### src/hdl/alle_ram.sv
// ----------------------------------------------------------------------------
// alle_ram
// Generic simple dual port RAM: one write port, one read port, registered
// read data. A read of the address written in the same cycle returns old data.
// ----------------------------------------------------------------------------
module alle_ram #(
  parameter int WIDTH = 8,
  parameter int DEPTH = 256
) (
  input  logic                     clk,
  input  logic                     we,
  input  logic [$clog2(DEPTH)-1:0] waddr,
  input  logic [WIDTH-1:0]         wdata,
  input  logic [$clog2(DEPTH)-1:0] raddr,
  output logic [WIDTH-1:0]         rdata
);

  logic [WIDTH-1:0] mem [DEPTH];

  always_ff @(posedge clk) begin
    if (we) begin
      mem[waddr] <= wdata;
    end
    rdata <= mem[raddr];
  end

endmodule
### config.mk
export PLATFORM = sky130hd
export DESIGN_NAME = alle_ram
export DESIGN_NICKNAME = d
export VERILOG_FILES = /design/src/hdl/alle_ram.sv
export SDC_FILE = /design/constraint.sdc
export NUM_CORES = 2
export LEC_CHECK = 0
export BUFFER_PORTS_ARGS = -buffer_cell sky130_fd_sc_hd__buf_2
export CORE_UTILIZATION = 50
export CTS_CLUSTER_SIZE = 40
export DETAILED_ROUTE_END_ITERATION = 7
export HOLD_SLACK_MARGIN = 0.1
export PLACE_DENSITY = 0.71
export SETUP_SLACK_MARGIN = 0.2
export SYNTH_ARGS = -nofsm -noshare
export SYNTH_HDL_FRONTEND = slang
export SYNTH_SLANG_ARGS = --single-unit
export TNS_END_PERCENT = 50
### constraint.sdc
create_clock -name clk -period 2.4 [get_ports clk]
set_input_delay 0.12 -clock clk [delete_from_list [all_inputs] [get_ports clk]]
set_output_delay 0.12 -clock clk [all_outputs]
set_load 0.05 [all_outputs]
# Word-level counts from Yosys, hierarchy flattened
# Memories as Yosys holds them, arrays and structs flattened. A register that Yosys moved wholly into a read port is not among the register bits.
# Index checks and enable logic that the tools add are counted.
[totals]
word_cells = 3
ram_bits = 2048
mem_count = 1
out_inout_bits = 8
regBits = 0
[mem_list]
columns = ["name", "depth", "word_bits", "read_ports", "rd_clocked_by_memory_dff", "wr", "line_no", "source"]
rows = [
  ["mem", 256, 8, 1, 1, 1, "18", "logic [WIDTH-1:0] mem [DEPTH];"],
]
[op_classes]
mux = 2
[op_table]
columns = ["op", "count"]
rows = [
  ["two-way mux 1 bit", 2],
]

# Logic depth before layout (Yosys ltp)
[depth]
depth_word = 2
depth_mapped = 11
ltp_nobuf = 6

# Worst setup path before layout
# Ideal clock, no wire load.
[synth_path]
path_type = "input-to-reg"
from = "input raddr[0]"
to = "register rdata[2] (read register of mem)"
cell_stages = 9
n_path_buf = 4
slack_ns = 0.342
setup_time_ns = 0.131
arrival_ns = 1.927
path_cell_list = "buf_6 > buf_12 > buf_8 > buf_2 > mux4_2 > a22oi_1 > a21oi_1 > nor4_1 > nor4_2"
[synth_lines]
columns = ["element", "line_no", "source"]
rows = [
  ["start: declaration", "14", "input logic [$clog2(DEPTH)-1:0] raddr,"],
  ["end: declaration", "15", "output logic [WIDTH-1:0] rdata"],
]

==> flow_summary.toml <==
[run_status]
result_of_the_run = "finished clean"

[power_and_ir_drop]
share_seq_of_total_power_pct = 53.2
total_leakage_power_nw = 30.3
sw_frac_of_total_pct = 21.3
vdd.ir_drop.worst_v = 0.00114
total_power_mw = 74.5
share_comb_of_total_power_pct = 5.7
cellPowerDensity_nw_per_um2 = 795
p_clk_share_pct = 41.1
cell_internal_pwr_mw = 58.6
power_switching_mw = 15.9

[sta]
relSlewSlack_pct = 48.1
worst_pin_slew_ns = 0.778
report.final.hold_viol_count = 0
finalSetupViolCount = 0
grt_setup_unrepaired = "yes"
max_clock_freq_mhz = 435
slew_viol_final = 0
min_tclk_post_route_ns = 2.30
setup_tns_ns = 0
final.period_utilization_pct = 95.8
fin_worst_skew_ns = 0.0219

[worst_setup_path]
worstPathMaxFanout = 1
worst_ep_arrival_time_ns = 3.02
reg2reg_setup_slack_ns = 0.10
reg2reg_from = "mem[218][2]$_DFFE_PP_"
rr_endpoint = "rdata[2]$_DFF_P_"
worst-setup-path-type = "reg2reg"
startpoint_type = "register"
endpoint_kind = "register"
r2r.worst_path.cells = 6
worst_ep_required_time_ns = 3.13

[hold_path]
hold_depth = 2
hold_removal_path_class = "in2reg"
endpoint_of_the_worst_hold_path = "mem[130][2]$_DFFE_PP_"
timing.hold.worst.start = "wdata[2]"

[floorplan]
row_count = 146
initial_core_util_pct = 50.3
chipWidth_um = 401
io-pin-count = 34
die_y_um = 401
die_area_um2 = 161000
core_region_area_um2 = 158000

[flow_run]
max_cap_viol_count = 0

[place]
dp_hpwl_um = 126000
place.port_buffers = 33
gp_congestion = 0.873

[logic_synthesis]
synth_compound_area_share_pct = 3.42
netlist_top_cells_count = "edfxtp_1, mux4_2, nor2_1, mux2i_1, a22oi_1"
synth_top_cell_area_share_pct = 77.3
ys_types = 55
synthMuxAreaShare_pct = 14.6
adder_and_majority_gate_portion_of_the_synthesized_area_pct = 0
synth_largest_area_cell = "edfxtp_1"
synth_flop_cell = "edfxtp_1"
synth_xor_area_share_pct = 0
sequential_element_share_of_the_synthesized_area_pct = 77.5
syn-num-nets = 3759
synth_simple_gate_area_share_pct = 2.63
async_reset_ff_share_pct = 0
synth_enable_flop_cells = 2048
syn_area_um2 = 79600
synthTopCellsByArea = "edfxtp_1, mux4_2, mux2i_1"
postSynthRegisterBits = 2056
post_synth_inst_count = 3733
dominant_combinational_cell_family_by_area_after_synthesis = "multiplexers"
syn_avg_cell_area_um2 = 21.3
synth_warnings = 0
yosysMostFrequentCell = "edfxtp_1"

[clock_network]
post-cts-setup-buffers = 0
ctsHtreeMaxLevel = 4
clockRootBuffer = "clkbuf_16"
cts.path.max_buffers = 3
numCtsBuffers = 193
tritoncts_clock_tree = "built"
clkSlewWorstSetupHoldPaths_ns = 0.07
clk_sinks = 2056
worst_skew_pair.late_latency_ns = 0.85

[route]
via_count = 41500
routed_wire_length_per_instance_um = 29.8
route.final.wire_length_um = 198000
drtPass1Iterations = 5
initialDrtViolationCount = 5324
route.detailed.drc = 0
residual_antenna_violating_net_count_after_detailed_routing = 0
post_dr_vias_cell = 6.26

[global_route]
antenna_found_initial = 9
grt_max_degree = 88
grt_pass1_wl_um = 288000
grt_use_total_pct = 24.7
global_route.overflow_total = 0
first_global_vias = 41700

[cells_and_area]
fillerInstances = 11000
area_growth_synth_to_finish_pct = 17.8
design.final.nets = 4431
drive_gt1_share_pct = 32.6
## placed cells by master, fill, tap and decap left out, types with 40 or more instances in the layout
cell type | Yosys | final
buf_4 | 27 | 587
clkbuf_1 | 111 | 40
clkbuf_16 | 0 | 196
edfxtp_1 | 2048 | 2048
nor2_1 | 282 | 276
mux2i_1 | 134 | 134
mux4_2 | 454 | 455
o221ai_1 | 46 | 45
buf_12 | 8 | 71
a21oi_1 | 96 | 95
a22oi_1 | 133 | 129
## worst max path at each step
stage	start	end	cells past startpoint
2_1_floorplan	raddr[0]	rdata[2]$_DFF_P_	9
3_3_place_gp	raddr[0]	rdata[2]$_DFF_P_	10
3_5_place_dp	raddr[0]	rdata[2]$_DFF_P_	10
4_1_cts	mem[134][1]$_DFFE_PP_	rdata[1]$_DFF_P_	7
5_1_grt	mem[170][0]$_DFFE_PP_	rdata[0]$_DFF_P_	7
6_report	mem[218][2]$_DFFE_PP_	rdata[2]$_DFF_P_	6
## cell type report
| cell class | instances | area (µm²) | area share [%] |
|---|---|---|---|
| antenna | 2 | 5.00 | 0.00534 |
| clock buffer | 238 | 5080 | 5.42 |
| clock inverter | 113 | 1260 | 1.35 |
| inverter | 2 | 7.51 | 0.00801 |
| multi-input combinational | 1442 | 16800 | 18.0 |
| sequential | 2056 | 61700 | 65.8 |
| tap | 2072 | 2590 | 2.77 |
| timing repair buffer | 710 | 6280 | 6.70 |
## what timing repair did
| item | 4_1_cts | 5_1_grt |
|---|---|---|
| pin swaps | 9 | 10 |
| gates cloned | 0 | 0 |
| setup endpoints to repair | 8 | 8 |
| gates resized for setup | 32 | 29 |
| endpoints found under the hold margin | 1566 | 0 |
| hold buffers | 19 | 0 |
## registers in the layout, summed over array words and instances, names as in the netlist
name	cells
mem	2048
rdata	8
## logic make-up after synthesis
kind of cell | count (synthesis)
mux | 591
flops | 2056
compound gates | 385
buf+inv | 235
simple gates | 466
## metal layers
layer  vias to the layer above  global-route usage (%)  wire length [µm]
met5                         -                       0               116
met4                        18                    8.81              6650
li1                      17000                       -                 -
met2                      2316                    38.6             94800
met3                       356                    5.16             20000
met1                     21800                    34.9             76500
## worst max-delay path, stage by stage (launching register included)
cell	delay [ns]
edfxtp_1	0.38
mux4_2	0.49
a22oi_1	0.37
a21oi_1	0.18
nor4_1	0.49
buf_4	0.21
nor4_2	0.05
## power groups by stage
| stage | logic, mW | registers [mW] | clock network [mW] |
|---|---|---|---|
| after CTS | 4.20 | 39.7 | 30.9 |
| after global placement | 4.03 | 40.4 | 0 |
| after detailed placement | 4.10 | 40.4 | 0 |
| final | 4.25 | 39.7 | 30.6 |
| after global routing | 4.44 | 39.6 | 32.2 |
| after floorplan | 1.92 | 40.5 | 0 |
## metrics by stage
step           util, %  hold slack, ns  setup WS [ns]  std cells  cell area, µm²
4_1_cts           59.1           0.261         0.0865       6633           93600
5_1_grt           59.3           0.316         0.0656       6635           93700
3_3_place_gp      54.9           0.588          -1.14       6263           86800
3_5_place_dp      54.9           0.592          -1.08       6263           86800
2_1_floorplan        -           0.219          0.342       3733           79600
6_report          59.3           0.324          0.101       6635           93700
Power figures use the tool's default switching activity.
